## config.mk

```make
export PLATFORM = sky130hd
export DESIGN_NAME = hsv_to_rgb_8bit_flat
export DESIGN_NICKNAME = d
export VERILOG_FILES = /design/src/hdl/hsvrgb_pkg.sv /design/src/hdl/hsvrgb_if.sv /design/src/hdl/hsvrgb_front.sv /design/src/hdl/hsvrgb_level.sv /design/src/hdl/hsvrgb_select.sv /design/src/hdl/hsv_to_rgb_8bit.sv /design/src/flat_wrapper.sv
export SDC_FILE = /design/constraint.sdc
export NUM_CORES = 1
export LEC_CHECK = 0
export BUFFER_PORTS_ARGS = -buffer_cell sky130_fd_sc_hd__buf_2
export CAP_MARGIN = 20
export CORE_ASPECT_RATIO = 0.5
export CORE_UTILIZATION = 40
export CTS_CLUSTER_SIZE = 8
export DETAILED_ROUTE_END_ITERATION = 6
export GPL_ROUTABILITY_DRIVEN = 0
export HOLD_SLACK_MARGIN = 0.1
export PLACE_DENSITY = 0.66
export REMOVE_ABC_BUFFERS = 1
export SETUP_SLACK_MARGIN = 0.1
export SYNTH_ARGS = -nofsm -noshare
export SYNTH_HDL_FRONTEND = slang
export SYNTH_SLANG_ARGS = --single-unit
```

## constraint.sdc

```tcl
create_clock -name clk -period 13.1 [get_ports clk]
set_input_delay 1.31 -clock clk [delete_from_list [all_inputs] [get_ports clk]]
set_output_delay 1.31 -clock clk [all_outputs]
set_load 0.02 [all_outputs]
```

## src/hdl/hsvrgb_pkg.sv

```systemverilog
// hsvrgb_pkg: shared types, constants and helper functions for the hsv to rgb pipeline
// no dependencies; used by the interfaces and all pipeline modules

package hsvrgb_pkg;

  localparam int unsigned ChanWidth    = 8;
  localparam int unsigned ProdWidth    = 2 * ChanWidth;
  localparam int unsigned HueRegionDiv = 43;
  localparam int unsigned RemScale     = 6;
  localparam logic [ChanWidth-1:0] Full = 8'd255;

  typedef logic [ChanWidth-1:0] chan_t;
  typedef logic [ProdWidth-1:0] prod_t;

  // six sectors of the color wheel
  typedef enum logic [2:0] {
    REGION_RED_YEL = 3'd0,
    REGION_YEL_GRN = 3'd1,
    REGION_GRN_CYN = 3'd2,
    REGION_CYN_BLU = 3'd3,
    REGION_BLU_MAG = 3'd4,
    REGION_MAG_RED = 3'd5
  } region_t;

  // after products: region, value and the three raw products
  typedef struct packed {
    region_t region;
    chan_t   val;
    prod_t   p_prod;
    prod_t   sq_prod;
    prod_t   st_prod;
  } front_pay_t;

  // after second multiply: region, value, p and the raw q/t products
  typedef struct packed {
    region_t region;
    chan_t   val;
    chan_t   p;
    prod_t   q_prod;
    prod_t   t_prod;
  } level_pay_t;

  // hue / 43 by threshold compare
  function automatic region_t hue_region(input chan_t hue);
    region_t r;
    priority if (hue >= 8'd215) r = REGION_MAG_RED;
    else if (hue >= 8'd172)     r = REGION_BLU_MAG;
    else if (hue >= 8'd129)     r = REGION_CYN_BLU;
    else if (hue >= 8'd86)      r = REGION_GRN_CYN;
    else if (hue >= 8'd43)      r = REGION_YEL_GRN;
    else                        r = REGION_RED_YEL;
    return r;
  endfunction

  // first hue of each region (region * 43)
  function automatic chan_t region_base(input region_t region);
    chan_t b;
    unique case (region)
      REGION_RED_YEL: b = 8'd0;
      REGION_YEL_GRN: b = 8'd43;
      REGION_GRN_CYN: b = 8'd86;
      REGION_CYN_BLU: b = 8'd129;
      REGION_BLU_MAG: b = 8'd172;
      REGION_MAG_RED: b = 8'd215;
      default:        b = 8'd0;
    endcase
    return b;
  endfunction

  // truncating x / 255, exact for x up to 255*255
  function automatic chan_t div255(input prod_t x);
    logic [ProdWidth:0] sum;
    sum = {1'b0, x} + {{(ProdWidth + 1 - ChanWidth){1'b0}}, x[ProdWidth-1:ChanWidth]}
          + {{ProdWidth{1'b0}}, 1'b1};
    return sum[ProdWidth-1:ChanWidth];
  endfunction

endpackage

```

## src/hdl/hsvrgb_if.sv

```systemverilog
// hsvrgb_in_if / hsvrgb_out_if: valid/ready channels for hsv pixels in and rgb pixels out
// depends on hsvrgb_pkg for the channel type

interface hsvrgb_in_if;
  logic              valid;
  logic              ready;
  hsvrgb_pkg::chan_t hue;
  hsvrgb_pkg::chan_t saturation;
  hsvrgb_pkg::chan_t brightness;

  modport source (output valid, output hue, output saturation, output brightness,
                  input ready);
  modport sink   (input valid, input hue, input saturation, input brightness,
                  output ready);
endinterface

interface hsvrgb_out_if;
  logic              valid;
  logic              ready;
  hsvrgb_pkg::chan_t red;
  hsvrgb_pkg::chan_t green;
  hsvrgb_pkg::chan_t blue;

  modport source (output valid, output red, output green, output blue, input ready);
  modport sink   (input valid, input red, input green, input blue, output ready);
endinterface

```

## src/hdl/hsvrgb_front.sv

```systemverilog
// hsvrgb_front: stages 1-2, hue region split and first products
// depends on hsvrgb_pkg

module hsvrgb_front (
  input  logic                    clk,
  input  logic                    rst_n,
  input  logic                    en,
  input  logic                    in_valid,
  input  hsvrgb_pkg::chan_t       hue,
  input  hsvrgb_pkg::chan_t       saturation,
  input  hsvrgb_pkg::chan_t       brightness,
  output logic                    out_valid,
  output hsvrgb_pkg::front_pay_t  out_pay
);

  logic                s1_valid_r;
  hsvrgb_pkg::region_t s1_region_r, s1_region_nxt;
  hsvrgb_pkg::chan_t   s1_rem_r, s1_rem_nxt;
  hsvrgb_pkg::chan_t   s1_sat_r;
  hsvrgb_pkg::chan_t   s1_val_r;

  logic                   s2_valid_r;
  hsvrgb_pkg::front_pay_t s2_pay_r, s2_pay_nxt;

  hsvrgb_pkg::chan_t rem_raw;

  always_comb begin
    s1_region_nxt = hsvrgb_pkg::hue_region(hue);
    rem_raw       = hue - hsvrgb_pkg::region_base(s1_region_nxt);
    // rem * 6 as two shifts, at most 252
    s1_rem_nxt    = {rem_raw[6:0], 1'b0} + {rem_raw[5:0], 2'b00};
  end

  always_comb begin
    s2_pay_nxt.region  = s1_region_r;
    s2_pay_nxt.val     = s1_val_r;
    s2_pay_nxt.p_prod  = hsvrgb_pkg::prod_t'(s1_val_r)
                         * hsvrgb_pkg::prod_t'(hsvrgb_pkg::Full - s1_sat_r);
    s2_pay_nxt.sq_prod = hsvrgb_pkg::prod_t'(s1_sat_r) * hsvrgb_pkg::prod_t'(s1_rem_r);
    s2_pay_nxt.st_prod = hsvrgb_pkg::prod_t'(s1_sat_r)
                         * hsvrgb_pkg::prod_t'(hsvrgb_pkg::Full - s1_rem_r);
  end

  always_ff @(posedge clk) begin
    if (!rst_n) begin
      s1_valid_r <= 1'b0;
      s2_valid_r <= 1'b0;
    end else if (en) begin
      s1_valid_r <= in_valid;
      s2_valid_r <= s1_valid_r;
    end
  end

  always_ff @(posedge clk) begin
    if (en) begin
      s1_region_r <= s1_region_nxt;
      s1_rem_r    <= s1_rem_nxt;
      s1_sat_r    <= saturation;
      s1_val_r    <= brightness;
      s2_pay_r    <= s2_pay_nxt;
    end
  end

  assign out_valid = s2_valid_r;
  assign out_pay   = s2_pay_r;

endmodule

```

## src/hdl/hsvrgb_level.sv

```systemverilog
// hsvrgb_level: stages 3-4, divide by 255 and second products for q and t
// depends on hsvrgb_pkg

module hsvrgb_level (
  input  logic                    clk,
  input  logic                    rst_n,
  input  logic                    en,
  input  logic                    in_valid,
  input  hsvrgb_pkg::front_pay_t  in_pay,
  output logic                    out_valid,
  output hsvrgb_pkg::level_pay_t  out_pay
);

  logic                s3_valid_r;
  hsvrgb_pkg::region_t s3_region_r;
  hsvrgb_pkg::chan_t   s3_val_r;
  hsvrgb_pkg::chan_t   s3_p_r, s3_p_nxt;
  hsvrgb_pkg::chan_t   s3_aq_r, s3_aq_nxt;
  hsvrgb_pkg::chan_t   s3_at_r, s3_at_nxt;

  logic                   s4_valid_r;
  hsvrgb_pkg::level_pay_t s4_pay_r, s4_pay_nxt;

  always_comb begin
    s3_p_nxt  = hsvrgb_pkg::div255(in_pay.p_prod);
    s3_aq_nxt = hsvrgb_pkg::Full - hsvrgb_pkg::div255(in_pay.sq_prod);
    s3_at_nxt = hsvrgb_pkg::Full - hsvrgb_pkg::div255(in_pay.st_prod);
  end

  always_comb begin
    s4_pay_nxt.region = s3_region_r;
    s4_pay_nxt.val    = s3_val_r;
    s4_pay_nxt.p      = s3_p_r;
    s4_pay_nxt.q_prod = hsvrgb_pkg::prod_t'(s3_val_r) * hsvrgb_pkg::prod_t'(s3_aq_r);
    s4_pay_nxt.t_prod = hsvrgb_pkg::prod_t'(s3_val_r) * hsvrgb_pkg::prod_t'(s3_at_r);
  end

  always_ff @(posedge clk) begin
    if (!rst_n) begin
      s3_valid_r <= 1'b0;
      s4_valid_r <= 1'b0;
    end else if (en) begin
      s3_valid_r <= in_valid;
      s4_valid_r <= s3_valid_r;
    end
  end

  always_ff @(posedge clk) begin
    if (en) begin
      s3_region_r <= in_pay.region;
      s3_val_r    <= in_pay.val;
      s3_p_r      <= s3_p_nxt;
      s3_aq_r     <= s3_aq_nxt;
      s3_at_r     <= s3_at_nxt;
      s4_pay_r    <= s4_pay_nxt;
    end
  end

  assign out_valid = s4_valid_r;
  assign out_pay   = s4_pay_r;

endmodule

```

## src/hdl/hsvrgb_select.sv

```systemverilog
// hsvrgb_select: stage 5, final divide by 255 and six-way channel select into the output register
// depends on hsvrgb_pkg

module hsvrgb_select (
  input  logic                    clk,
  input  logic                    rst_n,
  input  logic                    en,
  input  logic                    in_valid,
  input  hsvrgb_pkg::level_pay_t  in_pay,
  output logic                    out_valid,
  output hsvrgb_pkg::chan_t       red,
  output hsvrgb_pkg::chan_t       green,
  output hsvrgb_pkg::chan_t       blue
);

  logic              s5_valid_r;
  hsvrgb_pkg::chan_t red_r, red_nxt;
  hsvrgb_pkg::chan_t green_r, green_nxt;
  hsvrgb_pkg::chan_t blue_r, blue_nxt;

  hsvrgb_pkg::chan_t v, p, q, t;

  always_comb begin
    v = in_pay.val;
    p = in_pay.p;
    q = hsvrgb_pkg::div255(in_pay.q_prod);
    t = hsvrgb_pkg::div255(in_pay.t_prod);
    unique case (in_pay.region)
      hsvrgb_pkg::REGION_RED_YEL: begin red_nxt = v; green_nxt = t; blue_nxt = p; end
      hsvrgb_pkg::REGION_YEL_GRN: begin red_nxt = q; green_nxt = v; blue_nxt = p; end
      hsvrgb_pkg::REGION_GRN_CYN: begin red_nxt = p; green_nxt = v; blue_nxt = t; end
      hsvrgb_pkg::REGION_CYN_BLU: begin red_nxt = p; green_nxt = q; blue_nxt = v; end
      hsvrgb_pkg::REGION_BLU_MAG: begin red_nxt = t; green_nxt = p; blue_nxt = v; end
      default:                    begin red_nxt = v; green_nxt = p; blue_nxt = q; end
    endcase
  end

  always_ff @(posedge clk) begin
    if (!rst_n) begin
      s5_valid_r <= 1'b0;
    end else if (en) begin
      s5_valid_r <= in_valid;
    end
  end

  always_ff @(posedge clk) begin
    if (en) begin
      red_r   <= red_nxt;
      green_r <= green_nxt;
      blue_r  <= blue_nxt;
    end
  end

  assign out_valid = s5_valid_r;
  assign red       = red_r;
  assign green     = green_r;
  assign blue      = blue_r;

endmodule

```

## src/hdl/hsv_to_rgb_8bit.sv

```systemverilog
// hsv_to_rgb_8bit: top level, 8-bit hsv to rgb pixel converter, five register stages
// depends on hsvrgb_pkg, hsvrgb_if, hsvrgb_front, hsvrgb_level, hsvrgb_select
//
//   channel   dir  fields                          handshake
//   in_pix    in   hue, saturation, brightness     valid/ready
//   out_pix   out  red, green, blue                valid/ready
//
// one pixel per cycle sustained while out_pix is not stalled; from input transfer to output valid
// a pixel passes the hue split stage, the two multiply stages and the two divide-by-255 stages.
// rst_n is synchronous and clears only the stage valid bits.
// the whole pipeline advances when the output register is empty or being taken;
// while out_pix is stalled with valid high, every stage holds and in_pix.ready is low.

module hsv_to_rgb_8bit (
  input  logic                clk,
  input  logic                rst_n,
  hsvrgb_in_if.sink           in_pix,
  hsvrgb_out_if.source        out_pix
);

  logic                   en;
  logic                   front_valid;
  hsvrgb_pkg::front_pay_t front_pay;
  logic                   level_valid;
  hsvrgb_pkg::level_pay_t level_pay;
  logic                   sel_valid;

  assign en           = !sel_valid || out_pix.ready;
  assign in_pix.ready = en;

  hsvrgb_front u_front (
    .clk        (clk),
    .rst_n      (rst_n),
    .en         (en),
    .in_valid   (in_pix.valid),
    .hue        (in_pix.hue),
    .saturation (in_pix.saturation),
    .brightness (in_pix.brightness),
    .out_valid  (front_valid),
    .out_pay    (front_pay)
  );

  hsvrgb_level u_level (
    .clk       (clk),
    .rst_n     (rst_n),
    .en        (en),
    .in_valid  (front_valid),
    .in_pay    (front_pay),
    .out_valid (level_valid),
    .out_pay   (level_pay)
  );

  hsvrgb_select u_select (
    .clk       (clk),
    .rst_n     (rst_n),
    .en        (en),
    .in_valid  (level_valid),
    .in_pay    (level_pay),
    .out_valid (sel_valid),
    .red       (out_pix.red),
    .green     (out_pix.green),
    .blue      (out_pix.blue)
  );

  assign out_pix.valid = sel_valid;

endmodule

```

## src/flat_wrapper.sv

```systemverilog
// flat-port wrapper written by rule: the top's interface ports become plain ports
module hsv_to_rgb_8bit_flat 
  (clk, rst_n, in_pix_valid, in_pix_hue, in_pix_saturation, in_pix_brightness, in_pix_ready, out_pix_valid, out_pix_red, out_pix_green, out_pix_blue, out_pix_ready);
  hsvrgb_in_if in_pix_i ();
  hsvrgb_out_if out_pix_i ();
  input  logic clk;
  input  logic rst_n;
  input wire logic [$bits(in_pix_i.valid)-1:0] in_pix_valid;
  input wire logic [$bits(in_pix_i.hue)-1:0] in_pix_hue;
  input wire logic [$bits(in_pix_i.saturation)-1:0] in_pix_saturation;
  input wire logic [$bits(in_pix_i.brightness)-1:0] in_pix_brightness;
  output wire logic [$bits(in_pix_i.ready)-1:0] in_pix_ready;
  output wire logic [$bits(out_pix_i.valid)-1:0] out_pix_valid;
  output wire logic [$bits(out_pix_i.red)-1:0] out_pix_red;
  output wire logic [$bits(out_pix_i.green)-1:0] out_pix_green;
  output wire logic [$bits(out_pix_i.blue)-1:0] out_pix_blue;
  input wire logic [$bits(out_pix_i.ready)-1:0] out_pix_ready;
  assign in_pix_i.valid = in_pix_valid;
  assign in_pix_i.hue = in_pix_hue;
  assign in_pix_i.saturation = in_pix_saturation;
  assign in_pix_i.brightness = in_pix_brightness;
  assign in_pix_ready = in_pix_i.ready;
  assign out_pix_valid = out_pix_i.valid;
  assign out_pix_red = out_pix_i.red;
  assign out_pix_green = out_pix_i.green;
  assign out_pix_blue = out_pix_i.blue;
  assign out_pix_i.ready = out_pix_ready;
  hsv_to_rgb_8bit u_core (.clk(clk), .rst_n(rst_n), .in_pix(in_pix_i), .out_pix(out_pix_i));
endmodule
```

==> results.md, run 1 <==
- CP endpoint kind: register
- Unrepaired setup endpoints after global routing: false
- Post-synth top area cell: edfxtp_1
- Hold depth: 0
- Later-pin clock latency in the skew report: 0.47 ns
- Filler instances: 4283
- DRC viols: 0
- Max stage delay on crit path: 0.62 ns
- GRT Overall Usage: 16.4%
- Worst EP arrival: between 5 and 6 ns
- Crit path time final: 5.15 ns
- Antenna-violating nets left: 0
- Post-DP HPWL: 27800 um
- Yosys top cell area share: 31.0%
- Core ar.: 45800 sq um
- I/O Pins: 54
- H-Tree Depth: 4
- Ys flop type: edfxtp_1
- Worst clock skew: 0.0157 ns
- Number of global-route vias before repair: 12600
- Clock sink count: between 150 and 200
- Clock Tree Root: clkbuf_16
- TritonCTS Buffers: 17
- Worst path cell trace: inv_1 > nand2_1 > fa_1 > fa_1 > inv_1 > ha_1 > inv_1 > fa_1 > inv_1 > ha_1 > a21oi_1 > o211ai_1 > a21oi_1 > o21bai_1 > a211oi_1 > a21oi_1 > xnor2_1
- CTS tree: yes
- CP startpoint kind: register
- Final #Nets: 2272
- FMAX: 194 MHz
- Initial antenna violation count: 0
- Post-CTS setup buffer count: 0
- Row Count: 55
- Worst R2R Path Depth: 17
- First-pass GRT wire length: roughly 63000 um
- Routed WL per cell: between 10 and 15 um
- MaxCap Viol Count: 0
- Share of cells above drive strength 1: 6.55%
- Crit-path slowest cell: edfxtp_1
- Final Hold Violating Endpoints: 0
- Setup TNS: 0 ns
- CP Max Fanout: 12
- Tcrit/Tclk final: about two fifths
- Crit path max-delay family: adder cells
- Most frequent cells in the layout: 267 x inv_1, 231 x ha_1, 194 x edfxtp_1
- Most Frequent Cell on Critical Path: inv_1
- # hold bufs at CTS: 0
- Clock-pin slew on the worst setup and hold paths: 0.08 ns
- Final setup vio count: 0
- Seq/Total Area, Yosys: between 30% and 40%
- Final wirelength: 36900 um
- P&R area growth vs syn: 8.42%
- Synth Instances: 1793
- Via count: 12400
- YS warnings: 0
- Async SR Flop Fraction: 0%
- Buffers and inverters on the worst path: 4
- Critical path type: register to register
- Die Area: around 48000 sq um
- Commonest non-fill, non-tap cell in the layout: inv_1
- Starting DRC count in detailed routing: 769
- Post-synthesis cell type count: between 70 and 80
- Overall die height: 155 um
- CP Data Required Time: 13.30 ns
- Max-slew headroom: 33.9%
- Final Max Tran Viols: 0
- Count of buffers from port buffering: 53
- Status: completed
- Largest cells by area after synthesis: edfxtp_1 31%, fa_1 19%, ha_1 15%, inv_1 5.3%, nand2_1 3.5%
- Grt ovf: 0
- Seq cells post-synth: 199
- Worst path depth: 17
- Multi-input combinational cell area: 11700 sq um
- Die width: ~310 um
- Drt first pass iters: 5
- Largest net degree at the start of global routing: 80
- Mapped Area: 18800 sq um
- DR vias/cell: 5.02
- Sequential cell area: between 5000 and 6000 sq um
- Post-synth EDFFs: 194
- Initial Util: 41.0%
- Slew at the pin with the worst max-slew slack: 0.992 ns
- Cts repair resizes: 0
- Mean Syn Cell Area: 10.5 sq um
- Min-delay worst type: register to register
- Deepest clock path buffer count: 2
- ANT cells: 0
==> synth_stat cells, types with 3 or more instances <==
cell      number
inv_1        267
ha_1         231
edfxtp_1     194
fa_1         178
nand2_1      173
and2_1        94
nor2_1        94
nor2b_1       72
xnor2_1       69
a21oi_1       63
nand2b_1      40
clkbuf_1      35
xor2_1        26
nand3_1       25
o21ai_0       24
a21o_1        19
o21ai_1       17
o21a_1        16
nor3_1        11
and3_1        10
o22ai_1       10
o211ai_1       9
a211oi_1       8
a22oi_1        7
or2_2          6
dfxtp_1        5
o21bai_1       5
o221ai_1       5
a21oi_2        4
a221oi_1       4
mux2i_1        4
nand4_1        4
nor4_1         4
a21boi_1       3
o211ai_2       3
o31ai_1        3
==> final cells by class <==
cell class	count	share of cell area, %
inverter	270	4.98
multi-input combinational	1287	57.5
sequential	199	29.1
timing repair buffer	60	1.56
clock buffer	18	2.11
clock inverter	14	0.892
tap	627	3.86
==> final timing paths <==
path                                                              start                                    to  slack (ns)
worst max-delay path               u_core.u_front.s1_sat_r[2]$_DFFE_PP_  u_core.u_front.out_pay[47]$_DFFE_PP_        7.95
worst min-delay path            u_core.u_front.s1_region_r[0]$_DFFE_PP_  u_core.u_front.out_pay[56]$_DFFE_PP_        0.42
worst max register to register     u_core.u_front.s1_sat_r[2]$_DFFE_PP_  u_core.u_front.out_pay[47]$_DFFE_PP_        7.95
worst min register to register  u_core.u_front.s1_region_r[0]$_DFFE_PP_  u_core.u_front.out_pay[56]$_DFFE_PP_        0.42
==> per-layer routing <==
| layer | GRT usage, % | vias up | part of all wire, % |
|---|---|---|---|
| met5 | 0 | - | 0 |
| met4 | 4.29 | 0 | 1.7 |
| met2 | 26.5 | 253 | 46 |
| met1 | 23.1 | 6072 | 49 |
| met3 | 2.18 | 41 | 4.1 |
| li1 | - | 6048 | - |
==> logic make-up (layout without fill, tap and decap cells) <==
| group | count (synthesis) | in the layout | share of synthesized area, % |
|---|---|---|---|
| AOI/OAI and AO/OA | 230 | 230 | 8.47 |
| xor gates and xnor gates | 96 | 96 | 4.55 |
| adders and majority gates | 409 | 409 | 34.4 |
| buffers and inverters | 307 | 362 | 6.15 |
| DFF | 199 | 199 | 31.6 |
| muxes | 5 | 5 | 0.273 |
| and+or+nand+nor | 547 | 547 | 14.6 |
==> per-stage QoR <==
step | setup slack (ns) | util, % | std cells | hold slack, ns | area (sq um)
finish | 7.95 | 44.5 | 2475 | 0.421 | 20300
global route | 7.59 | 44.5 | 2475 | 0.428 | 20300
CTS | 7.99 | 44.5 | 2475 | 0.419 | 20300
detailed placement | 7.99 | 43.1 | 2443 | 0.405 | 19700
global placement | 8.01 | 43.1 | 2443 | 0.401 | 19700
floorplan | 5.54 | - | 1756 | 0.400 | 18600
==> sequential cells by signal, indices dropped and copies added (netlist names), 7 cells and up <==
register / flops
u_core.u_front.out_pay: 58
u_core.u_level.s3_aq_r: 8
u_core.u_level.s3_at_r: 8
u_core.u_select.green: 8
u_core.u_level.out_pay: 51
u_core.u_level.s3_p_r: 8
u_core.u_select.blue: 8
u_core.u_select.red: 8
u_core.u_level.s3_val_r: 8
u_core.u_front.s1_rem_r: 7
u_core.u_front.s1_sat_r: 8
u_core.u_front.s1_val_r: 8
Power of run 1 is not shown: default switching activity piles up to over one toggle a cycle in this logic, so the estimate is an artifact.
==> run 2, diff against run 1 <==
==> constraint.sdc (replaced) <==
create_clock -name clk -period 5.3 [get_ports clk]
set_input_delay 0.53 -clock clk [delete_from_list [all_inputs] [get_ports clk]]
set_output_delay 0.53 -clock clk [all_outputs]
set_load 0.02 [all_outputs]
==> results.md, run 2 (synthesis results as in run 1) <==
- Via count: 12400 (+0.18%)
- GRT Overall Usage: 16.4% (+0.017 points)
- Starting DRC count in detailed routing: 757 (-1.6%)
- Filler instances: 4286 (+0.070%)
- Tcrit/Tclk final: 92.5% (+53 points)
- Commonest non-fill, non-tap cell in the layout: inv_1
- Dpl cells: 2457 (+0.57%)
- CTS tree: yes
- Unrepaired setup endpoints after global routing: false
- Share of cells above drive strength 1: 7.36% (+0.81 points)
- Met3 Use GR: 2.66% (+0.48 points)
- DR vias/cell: 5.00 (-0.39%)
- Worst clock skew: 0.0224 ns (+0.00677 ns)
- Multi-input combinational cell area: 11700 sq um (unchanged)
- Post-CTS setup buffer count: 0 (unchanged)
- Count of buffers from port buffering: 53 (unchanged)
- Busiest metal layer after global routing: met2
- P&R area growth vs syn: 9.23%
- Die width: 308 um (unchanged)
- Post-DP HPWL: 29400 um (+5.6%)
- Final wirelength: 37300 um (+1.3%)
- TritonCTS Buffers: 17 (unchanged)
- Core ar.: 45800 sq um (unchanged)
- Slew at the pin with the worst max-slew slack: 0.760 ns (-0.232 ns)
- Crit path time final: 4.90 ns (-0.251 ns)
- Most frequent cells in the layout: 267 x inv_1, 231 x ha_1, 194 x edfxtp_1
- CP endpoint kind: register
- First-pass GRT wire length: 63000 um (-0.15%)
- Initial antenna violation count: 1 (+1)
- Clock-pin slew on the worst setup and hold paths: 0.08 ns (about the same)
- # hold bufs at CTS: 0 (unchanged)
- Overall die height: 155 um (unchanged)
- Worst EP arrival: 5.12 ns (-0.23 ns)
- DRC viols: 0 (unchanged)
- Antenna-violating nets left: 0 (unchanged)
- CP startpoint kind: register
- Grt met2 use: 26.7% (+0.14 points)
- Number of global-route vias before repair: 12600 (-0.70%)
- Final Hold Violating Endpoints: 0 (unchanged)
- Max-slew headroom: 49.3% (+15 points)
- Clock Tree Root: clkbuf_16
- Cts repair resizes: 0 (unchanged)
- Status: completed
- Die Area: 47800 sq um (unchanged)
- I/O Pins: 54 (unchanged)
- Routed WL per cell: 15.0 um (+0.74%)
- Later-pin clock latency in the skew report: 0.46 ns (about the same)
- Max reg flops: 58 (unchanged)
- M1 GR Usage: 22.9% (-0.20 points)
- Layout Cells excl Fill: 2489 (+0.57%)
- Critical path type: register to register
- Deepest clock path buffer count: 2 (unchanged)
- Row Count: 55 (unchanged)
- Grt ovf: 0 (unchanged)
- H-Tree Depth: 4 (unchanged)
- ANT cells: 0 (unchanged)
- Final #Nets: 2286 (+0.62%)
- CP Data Required Time: 5.51 ns (-7.79 ns)
- CP Max Fanout: 17 (+5)
- Sequential cell area: 5930 sq um (unchanged)
- Final Max Tran Viols: 0 (unchanged)
- Min-delay worst type: input pin to register
- FMAX: 204 MHz (+5.1%)
- Largest net degree at the start of global routing: 99 (+24%)
- Clock sink count: 199 (unchanged)
- Initial Util: 41.0% (unchanged)
- Drt first pass iters: 7 (+2)
- Final setup vio count: 0 (unchanged)
- MaxCap Viol Count: 0 (unchanged)
run 2: path summary, 6_finish.rpt:
| path | slack, ns | start | end | cells past startpoint |
|---|---|---|---|---|
| max | 0.40 | u_core.u_level.s3_val_r[5]$_DFFE_PP_ | u_core.u_level.out_pay[15]$_DFFE_PP_ | 16 |
| min | 0.25 | in_pix_brightness[2] | u_core.u_front.s1_val_r[2]$_DFFE_PP_ | 1 |
| max reg2reg | 0.40 | u_core.u_level.s3_val_r[5]$_DFFE_PP_ | u_core.u_level.out_pay[15]$_DFFE_PP_ | 16 |
| min reg2reg | 0.42 | u_core.u_front.out_pay[50]$_DFFE_PP_ | u_core.u_level.s3_val_r[2]$_DFFE_PP_ | 0 |
run 2: final cells by class:
type,count,share of cell area [%]
multi-input combinational,1287,57.0
sequential,199,28.9
inverter,270,4.94
tap,627,3.83
clock buffer,19,2.32
timing repair buffer,74,2.12
clock inverter,13,0.830
run 2: critical path, stage by stage, from the launching register on:
cell       delay, ns
edfxtp_1        0.78
nand2_1         0.17
fa_1            0.55
fa_1            0.55
inv_1           0.05
fa_1            0.47
inv_1           0.05
fa_1            0.47
inv_1           0.05
ha_1            0.32
o21a_1          0.13
o31a_1          0.13
o211ai_2        0.19
a21oi_1         0.13
a2111oi_4       0.36
a21oi_1         0.13
xnor2_1         0.13
run 2: metrics by stage:
step	setup TNS, ns	hold WS (ns)	utilization (%)	area (sq um)	setup slack (ns)
6_report	0	0.248	44.8	20500	0.398
5_1_grt	0	0.219	44.8	20500	0.115
4_1_cts	0	0.225	44.8	20500	0.396
3_5_place_dp	0	0.405	43.4	19900	0.421
3_3_place_gp	0	0.401	43.4	19900	0.568
2_1_floorplan	-155.95	0.400	-	18600	-1.03
run 2: per-layer routing:
metal  vias up  part of all wire [%]
met2       310                    45
li1       6070                     -
met4         2                   1.5
met5         -                 0.024
met1      6025                    48
met3        29                   5.2
Power of run 2 is left out for the same reason.
==> run 3, diff against run 2 <==
==> constraint.sdc (replaced) <==
create_clock -name clk -period 6 [get_ports clk]
set_input_delay 0.6 -clock clk [delete_from_list [all_inputs] [get_ports clk]]
set_output_delay 0.6 -clock clk [all_outputs]
set_load 0.02 [all_outputs]
==> results.md, run 3 (synthesis results as in run 1) <==
- Status: completed
- First-pass GRT wire length: 61200 um (-2.8%)
- Max reg flops: 58 (unchanged)
- CP endpoint kind: register
- Area after DPL: 19800 sq um (-0.44%)
- Most frequent cells in the layout: 267 x inv_1, 231 x ha_1, 194 x edfxtp_1
- Commonest non-fill, non-tap cell in the layout: inv_1
- Largest net degree at the start of global routing: 83 (-16%)
- Setup TNS: 0 ns (unchanged)
- I/O Pins: 54 (unchanged)
- Crit. Startpoint: u_core.u_front.s1_sat_r[3]$_DFFE_PP_
- Worst R2R Path Depth: 16 (unchanged)
- Share of cells above drive strength 1: 6.80% (-0.55 points)
- H-Tree Depth: 4 (unchanged)
- Critical path type: register to register
- Core ar.: 45800 sq um (unchanged)
- Slew at the pin with the worst max-slew slack: 0.996 ns (+0.236 ns)
- CP Data Required Time: 6.20 ns (+0.69 ns)
- TritonCTS Buffers: 17 (unchanged)
- Clock Tree Root: clkbuf_16
- Antenna-violating nets left: 0 (unchanged)
- Crit path time final: 5.02 ns (+0.120 ns)
- Grt ovf: 0 (unchanged)
- Final Max Tran Viols: 0 (unchanged)
- Deepest clock path buffer count: 2 (unchanged)
- Number of global-route vias before repair: 12100 (-3.7%)
- Final #Nets: 2276 (-0.44%)
- Clock sink count: 199 (unchanged)
- Starting DRC count in detailed routing: 748 (-1.2%)
- Reg2reg setup slack: 0.98 ns (+0.58 ns)
- Worst EP arrival: 5.23 ns (+0.11 ns)
- Initial antenna violation count: 0 (-1)
- Post-DP HPWL: 28400 um (-3.5%)
- Min-delay worst type: input pin to register
- Design area: 20400 sq um (-0.62%)
- R2R Path Start: u_core.u_front.s1_sat_r[3]$_DFFE_PP_
- Worst Setup EP: u_core.u_front.out_pay[15]$_DFFE_PP_
- Drt first pass iters: 5 (-2)
- Overall die height: 155 um (unchanged)
- Hold slack: 0.308 ns (+0.0598 ns)
- DR vias/cell: 4.96 (-0.69%)
- Post-CTS setup buffer count: 0 (unchanged)
- FMAX: 199 MHz (-2.4%)
- Via count: 12300 (-1.1%)
- Tcrit/Tclk final: 83.7% (-8.8 points)
- RR Endpoint: u_core.u_front.out_pay[15]$_DFFE_PP_
- Max-slew headroom: 33.6% (-16 points)
- # hold bufs at CTS: 0 (unchanged)
- Final wirelength: 36500 um (-2.1%)
- MaxCap Viol Count: 0 (unchanged)
- Initial Util: 41.0% (unchanged)
- Die Area: 47800 sq um (unchanged)
- P&R area growth vs syn: 8.56%
- Final setup vio count: 0 (unchanged)
- Count of buffers from port buffering: 53 (unchanged)
- Final Hold Violating Endpoints: 0 (unchanged)
- Worst Min Path Start: in_pix_brightness[2]
- ANT cells: 0 (unchanged)
- Die width: 308 um (unchanged)
- Cts repair resizes: 0 (unchanged)
- Later-pin clock latency in the skew report: 0.46 ns (about the same)
- CP startpoint kind: register
- DRC viols: 0 (unchanged)
- GRT Overall Usage: 16.0% (-0.35 points)
- Clock-pin slew on the worst setup and hold paths: 0.08 ns (about the same)
- Worst clock skew: 0.0129 ns (-0.00958 ns)
- Unrepaired setup endpoints after global routing: false
- CTS tree: yes
- CP Max Fanout: 16 (-1)
- Routed WL per cell: 14.7 um (-1.7%)
- Row Count: 55 (unchanged)
==> run 3: changes by cell type in the layout (fill, tap and decap cells not counted) <==
cell       before  now
buf_12          1    0
buf_4          20   11
inv_8           2    3
clkinv_2        0    1
clkinv_8        7    5
clkinv_4        1    0
clkbuf_16      19   17
clkbuf_1        0    1
inv_12          0    2
==> run 3: critical path, stage by stage, from the launching register on <==
cell      delay, ns
edfxtp_1       0.75
clkinv_1       0.44
nor2_1         0.24
fa_1           0.45
ha_1           0.30
inv_1          0.06
fa_1           0.50
fa_1           0.54
inv_1          0.04
ha_1           0.34
nand2_1        0.09
o211ai_1       0.09
a21oi_1        0.24
o21bai_1       0.11
a211oi_1       0.31
a21oi_1        0.13
xnor2_1        0.14
==> run 3: worst min-delay path by stage <==
stage,endpoint,slack (ns),cells after the start
3_5_place_dp,u_core.u_level.s3_val_r[3]$_DFFE_PP_,0.41,0
5_1_grt,u_core.u_front.s1_val_r[2]$_DFFE_PP_,0.28,1
2_1_floorplan,u_core.u_front.out_pay[56]$_DFFE_PP_,0.40,0
4_1_cts,u_core.u_front.s1_val_r[2]$_DFFE_PP_,0.28,1
3_3_place_gp,u_core.u_level.s3_val_r[5]$_DFFE_PP_,0.40,0
6_report,u_core.u_front.s1_val_r[2]$_DFFE_PP_,0.31,1
==> run 3: layer usage <==
metal | track usage, % | part of all wire [%] | vias to the layer above
li1 | - | - | 6055
met1 | 23.0 | 51 | 6006
met2 | 25.6 | 45 | 212
met3 | 2.19 | 3.4 | 27
met4 | 4.07 | 1.3 | 0
met5 | 0 | 0 | -
==> run 3: area by class of cell <==
| type | count | area (sq um) |
|---|---|---|
| Clock buffer | 18 | 429 |
| Clock inverter | 14 | 178 |
| Fill cell | 4278 | 25400 |
| Inverter | 270 | 1010 |
| Multi-Input combinational cell | 1287 | 11700 |
| Sequential cell | 199 | 5930 |
| Tap cell | 627 | 785 |
| Timing Repair Buffer | 64 | 348 |
==> run 3: through the flow <==
step	utilization, %	setup WS (ns)	cells
4_1_cts	44.5	0.961	2479
2_1_floorplan	-	-0.404	1756
3_3_place_gp	43.2	1.06	2447
5_1_grt	44.5	0.602	2479
3_5_place_dp	43.2	0.990	2447
6_report	44.5	0.978	2479
Power of run 3 is left out for the same reason.
